$ cat src/rtl/core/b64_pkg.sv
package b64_pkg;

  localparam int unsigned MaxResults = 3;
  localparam logic [7:0]  PadChar    = 8'h3D;

  typedef struct packed {
    logic [7:0] in_byte;
    logic       in_last;
  } b64_in_t;

  typedef struct packed {
    logic [7:0] out_byte;
    logic       has_data;
    logic       out_last;
    logic       bad_char;
  } b64_out_t;

  // One accepted input item, already worked out into its results.
  typedef struct packed {
    logic [1:0]                num;
    b64_out_t [MaxResults-1:0] res;
  } b64_job_t;

  // 6-bit value to alphabet character
  function automatic logic [7:0] enc_char(input logic [5:0] v);
    logic [7:0] r;
    if (v < 6'd26) begin
      r = 8'h41 + {2'b00, v};
    end else if (v < 6'd52) begin
      r = 8'h61 + {2'b00, v} - 8'd26;
    end else if (v < 6'd62) begin
      r = 8'h30 + {2'b00, v} - 8'd52;
    end else if (v == 6'd62) begin
      r = 8'h2B;
    end else begin
      r = 8'h2F;
    end
    return r;
  endfunction

  // Character to 6-bit value; bit 6 set flags a character outside the alphabet
  function automatic logic [6:0] dec_value(input logic [7:0] c);
    logic [6:0] r;
    if (c >= 8'h41 && c <= 8'h5A) begin
      r = 7'(c - 8'h41);
    end else if (c >= 8'h61 && c <= 8'h7A) begin
      r = 7'(c - 8'h61 + 8'd26);
    end else if (c >= 8'h30 && c <= 8'h39) begin
      r = 7'(c - 8'h30 + 8'd52);
    end else if (c == 8'h2B) begin
      r = 7'd62;
    end else if (c == 8'h2F) begin
      r = 7'd63;
    end else begin
      r = 7'd64;
    end
    return r;
  endfunction

endpackage

$ cat src/rtl/core/b64_front.sv
module b64_front (
  input  logic               clk_i,
  input  logic               rst_ni,
  input  logic               cfg_we_i,
  input  logic               cfg_wdata_i,
  input  logic               in_valid_i,
  output logic               in_ready_o,
  input  b64_pkg::b64_in_t   in_data_i,
  input  logic               q_full_i,
  output logic               push_o,
  output b64_pkg::b64_job_t  job_o
);

  logic        mode_q;
  logic [11:0] buf_q, buf_d;
  logic [3:0]  cnt_q, cnt_d;
  logic        pad_q, pad_d;
  logic        accept;

  assign in_ready_o = ~q_full_i;
  assign accept     = in_valid_i & ~q_full_i;

  always_comb begin
    logic [3:0]  bc;
    logic [3:0]  t;
    logic [3:0]  t2;
    logic [11:0] w;
    logic [11:0] rem;
    logic [5:0]  idx;
    logic [6:0]  v;
    logic [1:0]  n;
    b64_pkg::b64_out_t [b64_pkg::MaxResults-1:0] res;

    bc    = '0;
    t     = '0;
    t2    = '0;
    w     = '0;
    rem   = '0;
    idx   = '0;
    v     = '0;
    n     = '0;
    res   = '0;
    buf_d = buf_q;
    cnt_d = cnt_q;
    pad_d = pad_q;

    if (!mode_q) begin
      // encode: append the byte, take one or two sextets off the top
      bc  = (cnt_q > 4'd4) ? 4'd4 : cnt_q;
      t   = bc + 4'd8;
      w   = {buf_q[3:0], in_data_i.in_byte} & ~(12'hFFF << t);
      idx = 6'(w >> (t - 4'd6));
      res[0] = '{out_byte: b64_pkg::enc_char(idx), has_data: 1'b1,
                 out_last: 1'b0, bad_char: 1'b0};
      n  = 2'd1;
      t2 = t - 4'd6;
      if (t2 == 4'd6) begin
        res[1] = '{out_byte: b64_pkg::enc_char(w[5:0]), has_data: 1'b1,
                   out_last: 1'b0, bad_char: 1'b0};
        n  = 2'd2;
        t2 = 4'd0;
      end
      rem   = w & ~(12'hFFF << t2);
      buf_d = rem;
      cnt_d = t2;
      if (in_data_i.in_last) begin
        // flush leftover bits left-aligned
        if (t2 != 4'd0) begin
          idx    = 6'(rem << (4'd6 - t2));
          res[n] = '{out_byte: b64_pkg::enc_char(idx), has_data: 1'b1,
                     out_last: 1'b0, bad_char: 1'b0};
          n      = n + 2'd1;
        end
      end
    end else begin
      // decode: append a sextet, take a byte off the top once eight bits wait
      pad_d = pad_q | (in_data_i.in_byte == b64_pkg::PadChar);
      if (!pad_d) begin
        v = b64_pkg::dec_value(in_data_i.in_byte);
        if (v[6]) begin
          res[0] = '{out_byte: 8'd0, has_data: 1'b0, out_last: 1'b0, bad_char: 1'b1};
          n      = 2'd1;
        end else begin
          bc = (cnt_q > 4'd6) ? 4'd6 : cnt_q;
          t  = bc + 4'd6;
          w  = {buf_q[5:0], v[5:0]} & ~(12'hFFF << t);
          if (t >= 4'd8) begin
            res[0] = '{out_byte: 8'(w >> (t - 4'd8)), has_data: 1'b1,
                       out_last: 1'b0, bad_char: 1'b0};
            n = 2'd1;
            t = t - 4'd8;
          end
          buf_d = w & ~(12'hFFF << t);
          cnt_d = t;
        end
      end
      if (in_data_i.in_last && n == 2'd0) begin
        // bare end-of-message marker
        res[0] = '{out_byte: 8'd0, has_data: 1'b0, out_last: 1'b0, bad_char: 1'b0};
        n      = 2'd1;
      end
    end

    if (in_data_i.in_last) begin
      unique case (n)
        2'd1:    res[0].out_last = 1'b1;
        2'd2:    res[1].out_last = 1'b1;
        2'd3:    res[2].out_last = 1'b1;
        default: ;
      endcase
      buf_d = '0;
      cnt_d = '0;
      pad_d = 1'b0;
    end

    job_o.num = n;
    job_o.res = res;
    push_o    = accept & (n != 2'd0);
  end

  always_ff @(posedge clk_i or negedge rst_ni) begin
    if (!rst_ni) begin
      mode_q <= 1'b0;
      buf_q  <= '0;
      cnt_q  <= '0;
      pad_q  <= 1'b0;
    end else if (cfg_we_i) begin
      mode_q <= cfg_wdata_i;
      buf_q  <= '0;
      cnt_q  <= '0;
      pad_q  <= 1'b0;
    end else if (accept) begin
      buf_q  <= buf_d;
      cnt_q  <= cnt_d;
      pad_q  <= pad_d;
    end
  end

endmodule

$ cat src/rtl/core/b64_fifo.sv
module b64_fifo #(
  parameter int unsigned Depth = 4
) (
  input  logic               clk_i,
  input  logic               rst_ni,
  input  logic               push_i,
  input  b64_pkg::b64_job_t  job_i,
  output logic               full_o,
  input  logic               pop_i,
  output logic               empty_o,
  output b64_pkg::b64_job_t  head_o
);

  localparam int unsigned PtrW = (Depth > 1) ? $clog2(Depth) : 1;
  localparam int unsigned CntW = $clog2(Depth + 1);

  b64_pkg::b64_job_t mem_q [Depth];
  logic [PtrW-1:0]   wptr_q, rptr_q;
  logic [CntW-1:0]   cnt_q;
  logic              do_push, do_pop;

  assign full_o  = (cnt_q == CntW'(Depth));
  assign empty_o = (cnt_q == '0);
  assign do_push = push_i & ~full_o;
  assign do_pop  = pop_i & ~empty_o;
  assign head_o  = mem_q[rptr_q];

  always_ff @(posedge clk_i) begin
    if (do_push) begin
      mem_q[wptr_q] <= job_i;
    end
  end

  always_ff @(posedge clk_i or negedge rst_ni) begin
    if (!rst_ni) begin
      wptr_q <= '0;
      rptr_q <= '0;
      cnt_q  <= '0;
    end else begin
      if (do_push) begin
        wptr_q <= (wptr_q == PtrW'(Depth - 1)) ? '0 : wptr_q + 1'b1;
      end
      if (do_pop) begin
        rptr_q <= (rptr_q == PtrW'(Depth - 1)) ? '0 : rptr_q + 1'b1;
      end
      if (do_push && !do_pop) begin
        cnt_q <= cnt_q + 1'b1;
      end else if (do_pop && !do_push) begin
        cnt_q <= cnt_q - 1'b1;
      end
    end
  end

endmodule

$ cat src/rtl/core/b64_back.sv
module b64_back (
  input  logic               clk_i,
  input  logic               rst_ni,
  input  logic               empty_i,
  input  b64_pkg::b64_job_t  head_i,
  output logic               pop_o,
  output logic               out_valid_o,
  input  logic               out_ready_i,
  output b64_pkg::b64_out_t  out_data_o
);

  logic              valid_q, valid_d;
  b64_pkg::b64_out_t data_q, data_d;
  logic [1:0]        sel_q, sel_d;
  logic              load;

  assign load = ~valid_q | out_ready_i;

  always_comb begin
    valid_d = valid_q;
    data_d  = data_q;
    sel_d   = sel_q;
    pop_o   = 1'b0;
    if (load) begin
      valid_d = ~empty_i;
      if (!empty_i) begin
        unique case (sel_q)
          2'd0:    data_d = head_i.res[0];
          2'd1:    data_d = head_i.res[1];
          2'd2:    data_d = head_i.res[2];
          default: data_d = head_i.res[0];
        endcase
        // advance to the next job after its final result
        if (sel_q == head_i.num - 2'd1) begin
          pop_o = 1'b1;
          sel_d = '0;
        end else begin
          sel_d = sel_q + 2'd1;
        end
      end
    end
  end

  always_ff @(posedge clk_i or negedge rst_ni) begin
    if (!rst_ni) begin
      valid_q <= 1'b0;
      sel_q   <= '0;
    end else begin
      valid_q <= valid_d;
      sel_q   <= sel_d;
    end
  end

  always_ff @(posedge clk_i) begin
    data_q <= data_d;
  end

  assign out_valid_o = valid_q;
  assign out_data_o  = data_q;

endmodule

$ cat src/rtl/core/base64_codec_core.sv
// Streaming Base64 codec. Write cfg_wdata_i through cfg_we_i to pick the
// direction (0 encode, 1 decode); a write also abandons any partial message.
// Encode turns raw bytes into alphabet characters without '=' padding and
// flushes leftover bits on the item marked last. Decode turns characters into
// bytes, ignores everything from '=' to the message end, and reports a
// character outside the alphabet as a result with bad_char set. The front end
// takes one input transaction per cycle while the job queue has room; the back
// end delivers one result per cycle from a registered output while out_ready_i
// is high. Results per item: one or two per encoded byte plus one for the end
// flush (about 1.33 on average), and at most one per decoded character, so a
// character that adds bits without completing a byte makes no result of its own.
// The queue of QueueDepth jobs absorbs stalls on either side.
module base64_codec_core #(
  parameter int unsigned QueueDepth = 4
) (
  input  logic               clk_i,
  input  logic               rst_ni,
  input  logic               cfg_we_i,
  input  logic               cfg_wdata_i,
  input  logic               in_valid_i,
  output logic               in_ready_o,
  input  b64_pkg::b64_in_t   in_data_i,
  output logic               out_valid_o,
  input  logic               out_ready_i,
  output b64_pkg::b64_out_t  out_data_o
);

  logic              push, full, pop, empty;
  b64_pkg::b64_job_t job, head;

  // Front: hold the bit buffer, classify each transaction into a job
  b64_front u_front (
    .clk_i       (clk_i),
    .rst_ni      (rst_ni),
    .cfg_we_i    (cfg_we_i),
    .cfg_wdata_i (cfg_wdata_i),
    .in_valid_i  (in_valid_i),
    .in_ready_o  (in_ready_o),
    .in_data_i   (in_data_i),
    .q_full_i    (full),
    .push_o      (push),
    .job_o       (job)
  );

  // Queue between front and back
  b64_fifo #(
    .Depth (QueueDepth)
  ) u_fifo (
    .clk_i   (clk_i),
    .rst_ni  (rst_ni),
    .push_i  (push),
    .job_i   (job),
    .full_o  (full),
    .pop_i   (pop),
    .empty_o (empty),
    .head_o  (head)
  );

  // Back: drain each job one result per cycle while out_ready_i is high
  b64_back u_back (
    .clk_i       (clk_i),
    .rst_ni      (rst_ni),
    .empty_i     (empty),
    .head_i      (head),
    .pop_o       (pop),
    .out_valid_o (out_valid_o),
    .out_ready_i (out_ready_i),
    .out_data_o  (out_data_o)
  );

  // A bad character never carries data
  assert property (@(posedge clk_i) disable iff (!rst_ni)
    out_valid_o && out_data_o.bad_char |-> !out_data_o.has_data)
    else $error("bad_char result carries data");

  // A result without data and without error is only the end-of-message marker
  assert property (@(posedge clk_i) disable iff (!rst_ni)
    out_valid_o && !out_data_o.has_data && !out_data_o.bad_char |-> out_data_o.out_last)
    else $error("empty result outside end of message");

  // Results without data have a zero byte
  assert property (@(posedge clk_i) disable iff (!rst_ni)
    out_valid_o && !out_data_o.has_data |-> out_data_o.out_byte == 8'd0)
    else $error("nonzero byte on result without data");

  // The front end takes transactions whenever the queue has room
  assert property (@(posedge clk_i) disable iff (!rst_ni)
    !in_ready_o |-> full)
    else $error("input stalled with queue space left");

endmodule
$ cat config.mk
export PLATFORM = sky130hd
export DESIGN_NAME = base64_codec_core
export DESIGN_NICKNAME = d
export VERILOG_FILES = /design/src/rtl/core/b64_pkg.sv /design/src/rtl/core/b64_front.sv /design/src/rtl/core/b64_fifo.sv /design/src/rtl/core/b64_back.sv /design/src/rtl/core/base64_codec_core.sv
export SDC_FILE = /design/constraint.sdc
export NUM_CORES = 1
export LEC_CHECK = 0
export ABC_AREA = 1
export BUFFER_PORTS_ARGS = -buffer_cell sky130_fd_sc_hd__buf_2
export CORE_UTILIZATION = 60
export DETAILED_ROUTE_END_ITERATION = 6
export PLACE_DENSITY = 0.81
export SETUP_SLACK_MARGIN = 0.3
export SLEW_MARGIN = 20
export SYNTH_ARGS = -nofsm -noshare
export SYNTH_HDL_FRONTEND = slang
export SYNTH_SLANG_ARGS = --single-unit
$ cat constraint.sdc
create_clock -name clk_i -period 11.1 [get_ports clk_i]
set_input_delay 1.11 -clock clk_i [delete_from_list [all_inputs] [get_ports clk_i]]
set_output_delay 1.11 -clock clk_i [all_outputs]
set_load 0.05 [all_outputs]
==> results.yml, run 1 <==
run_status:
  outcome: "complete, no violations"
layout:
  stdcell_count: 1461
  stdcell_area_um2: 11200
  nets: 1303
  layout_commonest_cell: "nand2_1"
  post-route-util_pct: 66.9
  diodes: 0
  final_cell_mix: "nand2_1, edfxtp_1, nand3_1, inv_1, nor2_1"
  nFillCells: 1371
  syn_to_final_growth_pct: 7.86
  drive_gt1_share_pct: 10.1
die:
  die_x_um: 133
  dieArea_um2: 17800
  rows: 47
  start_util_pct: 62.0
  coreArea_um2: 16700
  ios: 28
  die_y_um: 133
clock_tree:
  post_cts_resized: 0
  cts.sinks: 161
  clkTransAtPathRegs_ns: 0.06
  cts_tree: "yes"
  cts_hold_buf: 0
  numCtsBuffers: 17
  clk_latency_ns: 0.43
  post_cts_buffers: 0
  h-tree-depth: 4
  clockRootBuffer: "clkbuf_16"
  cts_max_path_buffers: 2
setup_path:
  path_delay_family: "simple AND/OR/NAND/NOR gates"
  crit_arrival_ns: 5.89
  crit_type: "flop to flop"
  critPathLaunch: "u_front.cnt_q[2]"
  r2r_end: "u_fifo.mem_q[1][15]"
  worst-path-stages: 31
  path_buf_inv: 8
  startpoint_type: "flop"
  required_ns: 11.30
  path_max_fanout: 12
  crit_end: "u_fifo.mem_q[1][15]"
  crit_slowest_cell: "dfrtp_1"
  crit_top_cell: "nand2_1"
  end_kind: "flop"
  worst-r2r-cell-count: 31
  rrSetupSlack_ns: 5.41
  max_stage_delay_ns: 0.47
  rr_startpoint: "u_front.cnt_q[2]"
synthesis:
  yosys_warnings: 0
  async_flop_share_pct: 13.7
  postSynthCellCount: 1233
  synth.distinct_cells: 58
  synth_edf_count: 139
  ys_ff_latch: 161
  syn_avg_cell_area_um2: 8.40
  yosys_most_used_dff: "edfxtp_1"
  synth_seq_area_share_pct: 45.6
  syn_area_um2: 10400
grt:
  grt_pass1_vias: 8168
  grt_pass1_wl_mm: 41.2
  grt_overflow: 0
  grtUsageMet3_pct: 3.73
  grt_antenna_before_repair: 0
  grt_util_met1_pct: 38.4
  top_usage_layer: "met2"
  grt_max_degree: 69
  grt_use_met2_pct: 50.8
  track_usage_pct: 29.9
pwr:
  irDropWorstVdd_uv: 229
  power_density_nw_per_um2: 237
  sw_frac_of_total_pct: 41.9
  leakage_uw: 0.00467
  p_int_uw: 1540
  p_seq_share_pct: 33.2
  switching_power_uw: 1110
  clockPowerShare_pct: 22.6
  power_frac_comb_pct: 44.1
timing:
  fin_tns_setup_ns: 0
  post-route-period-util_pct: 51.2
  setup_violations: 0
  max_slew.worst_pin.slew_ns: 1.07
  skew_ns: 0.00998
  fmax_ghz: 0.176
  max_slew_margin_pct: 28.6
  grt_setup_unrepaired: "no"
  slew_viol_final: 0
  finalCriticalPeriod_ns: 5.69
  hold_viol: 0
routing:
  remaining_drc_errors: 0
  routed-via-count: 8773
  drtIter0Drc: 1001
  dr.pass1.iters: 5
  avgViaCountPerCell: 6.00
  post_drt_wl_per_cell_um: 17.7
  finalWirelength_mm: 25.9
  ant_nets: 0
placement:
  place_hpwl_mm: 18.0
  postPlaceCellArea_um2: 10600
  dpl.cell_count: 1431
  gp_congestion: 0.974
  port_buffers: 27
flow_run:
  maxCapViolCount: 0
hold_path:
  min_path_cells: 1
  hold_path.class: "flop to flop"
power by group through the flow:
stage / clock [µW] / combinational (µW) / sequential [µW]
after global routing: 622 / 1290 / 890
after global placement: 0 / 1130 / 886
after detailed placement: 0 / 1150 / 890
final: 599 / 1170 / 880
after floorplan: 0 / 792 / 963
after CTS: 600 / 1160 / 880
metrics by stage:
stage	total power, µW	setup WS (ns)	hold slack [ns]
floorplan	1750	5.91	0.469
global route	2800	4.75	0.538
detailed placement	2040	5.57	0.486
CTS	2640	5.47	0.499
global placement	2010	5.71	0.484
finish	2650	5.41	0.503
registers in the layout (all words and copies together), names as in the netlist:
name / cells
u_front.mode_q: 1
u_back.out_valid_o: 1
u_front.pad_q: 1
u_fifo.wptr_q: 2
u_fifo.cnt_q: 3
u_fifo.rptr_q: 2
u_fifo.mem_q: 128
u_back.sel_q: 2
u_back.out_data_o: 11
u_front.buf_q: 6
u_front.cnt_q: 4
synthesized netlist by cell type, drive strengths merged (2+ instances only):
cell,n,area share (%)
o211ai,9,0.65
clkinv,3,0.11
o22ai,24,1.4
o21ai,127,6.3
nor2,126,5.1
ha,57,6.9
or2,2,0.12
dfrtp,22,5.3
buf,19,1.2
inv,130,4.7
a22oi,3,0.27
o21bai,3,0.36
a32o,3,0.29
clkbuf,34,1.2
o21a,4,0.29
o221ai,3,0.25
nor3,11,0.53
xnor2,8,0.68
o2111ai,2,0.17
xor2,11,1.0
nand2,281,11
o31ai,3,0.27
a31oi,15,0.91
a21oi,42,2.1
nand3,130,6.8
nand4,13,0.85
edfxtp,139,40
cell type report:
cell class                      count  area [µm²]  share of cell area [%]
Timing Repair Buffer               30         158                    1.41
Sequential cell                   161        4730                    42.3
Multi-Input combinational cell    887        4910                    44.0
Clock inverter                     10         163                    1.46
Tap cell                          220         275                    2.46
Inverter                          133         499                    4.47
Clock buffer                       20         437                    3.91
cell families (layout without fill, tap and decap cells):
logic type | after synthesis | after routing | synth area share, %
compound gates | 244 | 244 | 13.9
xor+xnor | 19 | 19 | 1.68
fa+ha+maj | 58 | 58 | 7.08
buf+inv | 186 | 193 | 7.26
flops | 161 | 161 | 45.6
mux | 1 | 1 | 0.109
other cells | 1 | 2 | 0.0362
simple gates | 563 | 563 | 24.3
per-layer routing:
metal	up-vias	part of all wire, %
met1	4109	42
met4	0	3.0
li1	4205	-
met3	61	5.9
met2	398	49
met5	-	0
worst min-delay path by stage:
stage,end,start
floorplan,u_fifo.cnt_q[2],u_fifo.cnt_q[2]
global placement,u_fifo.cnt_q[2],u_fifo.cnt_q[2]
detailed placement,u_fifo.cnt_q[2],u_fifo.cnt_q[2]
CTS,u_fifo.cnt_q[2],u_fifo.cnt_q[2]
global route,u_fifo.cnt_q[2],u_fifo.cnt_q[2]
finish,u_fifo.cnt_q[2],u_fifo.cnt_q[2]
No activity file was read; power rests on OpenSTA's default activity.
==> inputs of run 2 (changes only) <==
- ABC_AREA: 1 -> 0
- CORE_UTILIZATION: 60 -> 57
- clock period: 11.1 -> 5.21 ns (I/O delays scaled with it)
==> run 2 against run 1 <==
  * Total power grew 110%
  * Count of clock-buffer cells in the layout did not move
  * Flip-flop and latch count stayed put
  * Hold slack got worse by 0.41 ns
  * Synthesized cell count is 23% lower
  * Design area rose by 5.2%
  * Register-to-register slack worse by 5.0 ns
  * Largest cell class unchanged
  * Routed wire length up 3.1%
  * Combinational power up 90%
  * Area after synthesis is 0.95% higher
  * Cell count fell by 17%
  * Critical endpoint is now u_fifo.mem_q[0][19]
  * Largest power group unchanged
==> results.yml, run 2 <==
grt:
  grt_util_met1_pct: 40.2
  grtUsageMet3_pct: 4.16
  grt_pass1_wl_mm: 41.0
  track_usage_pct: 29.0
  grt_use_met2_pct: 46.4
  grt_max_degree: 33
  grt_overflow: 0
  top_usage_layer: "met2"
  grt_antenna_before_repair: 0
  grt_pass1_vias: 7251
layout:
  nets: 1048
  seq_area_um2: 4730
  syn_to_final_growth_pct: 12.4
  largest_reg_flops: 128
  drive_gt1_share_pct: 23.0
  multi_input_area_um2: 5390
  diodes: 0
  post-route-util_pct: 65.4
  layout_commonest_cell: "edfxtp_1"
  regMostFlops: "u_fifo.mem_q"
  final_cell_mix: "edfxtp_1, nand2_1, nor2_1, inv_1, ha_1"
  stdcell_count: 1217
  nFillCells: 1313
timing:
  whs_ns: 0.0951
  timing.final.ws_setup_ns: 0.373
  fmax_ghz: 0.207
  grt_setup_unrepaired: "no"
  hold_viol: 0
  setup_violations: 0
  max_slew_margin_pct: 46.1
  post-route-period-util_pct: 92.8
  slew_viol_final: 0
  skew_ns: 0.00833
  finalCriticalPeriod_ns: 4.84
  max_slew.worst_pin.slew_ns: 0.805
  fin_tns_setup_ns: 0
routing:
  ant_nets: 0
  remaining_drc_errors: 0
  drtIter0Drc: 1016
  dr.pass1.iters: 5
  post_drt_wl_per_cell_um: 21.9
  avgViaCountPerCell: 6.67
  finalWirelength_mm: 26.7
  routed-via-count: 8118
setup_path:
  startpoint_type: "flop"
  path_max_fanout: 7
  crit_arrival_ns: 5.01
  crit_type: "flop to flop"
  required_ns: 5.38
  end_kind: "flop"
synthesis:
  syn_avg_cell_area_um2: 11.1
  yosys.area.top_type: "edfxtp_1"
  yosys_warnings: 0
  synth.most_common_cell: "edfxtp_1"
  synth.distinct_cells: 95
  synth_seq_area_share_pct: 45.2
  ys_top_cells_by_count: "edfxtp_1, nand2_1, nor2_1, ha_1, a21oi_1"
  yosys_most_used_dff: "edfxtp_1"
  yosysTopAreaCellShare_pct: 39.9
  async_flop_share_pct: 13.7
  synth_edf_count: 139
  postSynthCellCount: 946
  syn_area_um2: 10500
  synth.area.top_cells: "edfxtp_1, mux4_2, ha_1, dfrtp_1, a21oi_1"
  ys_ff_latch: 161
pwr:
  irDropWorstVdd_uv: 456
  power_density_nw_per_um2: 469
  leakage_uw: 0.00448
die:
  start_util_pct: 58.2
  die_x_um: 137
  rows: 49
  dieArea_um2: 18900
  ios: 28
  die_y_um: 137
  coreArea_um2: 18000
clock_tree:
  clk_latency_ns: 0.42
  cts_max_path_buffers: 2
  cts.sinks: 161
  numCtsBuffers: 17
  cts_tree: "yes"
  clockRootBuffer: "clkbuf_16"
  h-tree-depth: 4
  clkTransAtPathRegs_ns: 0.06
placement:
  pre_cts_ws_ns: 0.0982
  gp_congestion: 0.978
  port_buffers: 27
  dpl.cell_count: 1170
  place_hpwl_mm: 17.6
hold_path:
  hold_path.class: "primary input to async pin"
flow_run:
  maxCapViolCount: 0
run_status:
  outcome: "complete, no violations"
-- run 2: kinds of logic (layout without fill, tap and decap cells) --
group                    Yosys count  in the layout  synth area share, %
AND/OR/NAND/NOR                  264            264                 13.3
AO/OA/AOI/OAI                    254            255                 17.6
flip-flops                       161            161                 45.2
buffers and inverters            123            163                 4.86
multiplexers                      69             69                 10.7
adder cells (fa/ha/maj)           58             58                 7.01
XOR/XNOR                          16             16                 1.34
other                              1              2               0.0359
-- run 2: critical path, cell delays in order, from the launching register on --
cell	delay, ns
dfrtp_2	0.48
nor3b_4	0.30
ha_2	0.21
inv_1	0.04
ha_1	0.27
and2_1	0.17
a21oi_2	0.19
ha_2	0.20
inv_1	0.04
ha_1	0.18
a21bo_2	0.27
a2bb2oi_2	0.16
mux2i_1	0.16
nand2_1	0.20
inv_1	0.18
ha_2	0.28
inv_1	0.11
a211oi_4	0.32
and4b_1	0.27
nor4_4	0.22
nand4_1	0.11
o211ai_1	0.22
-- run 2: layer usage --
layer,wire [µm],share of wire (%),vias to the layer above
met4,777,2.9,0
met5,0,0,-
met3,1920,7.2,67
met1,11200,42,3975
met2,12800,48,411
li1,-,-,3665
-- run 2: metrics by stage --
step           area, µm²  total power (µW)
4_1_cts            11600              5450
5_1_grt            11800              5770
6_report           11800              5510
2_1_floorplan      10500              3470
3_5_place_dp       10800              4020
3_3_place_gp       10800              3950
-- run 2: path summary, 6_finish.rpt --
| path | slack (ns) | cells after the start | end | start |
|---|---|---|---|---|
| worst max-delay path | 0.37 | 21 | u_fifo.mem_q[0][19] | u_front.cnt_q[2] |
| worst min-delay path | 0.1 | 1 | u_back.sel_q[1] | rst_ni |
| worst max register to register | 0.37 | 21 | u_fifo.mem_q[0][19] | u_front.cnt_q[2] |
| worst min register to register | 0.50 | 1 | u_fifo.cnt_q[2] | u_fifo.cnt_q[2] |
| max in group asynchronous | 4.70 | 1 | u_front.cnt_q[3] | rst_ni |
| min in group clk_i | 0.30 | 2 | u_back.out_valid_o | out_ready_i |
-- run 2: power by group --
part           switching (µW)  internal [µW]  leakage, µW
Clock                     494            879     0.000317
Sequential                153           1770      0.00163
Combinational            1390            832      0.00253
-- run 2: area by class of cell --
type	instances	share of cell area, %
inverter	61	1.96
clock buffer	20	3.88
multi-input combinational	664	45.8
timing repair buffer	70	3.93
clock inverter	12	1.75
sequential	161	40.2
tap	229	2.44
-- run 2: what timing repair did --
item,CTS,global route
pin swaps,2,9
cloned,0,2
setup endpoints to repair,60,60
buffers inserted,4,9
hold buffers,0,0
resized for setup,7,27
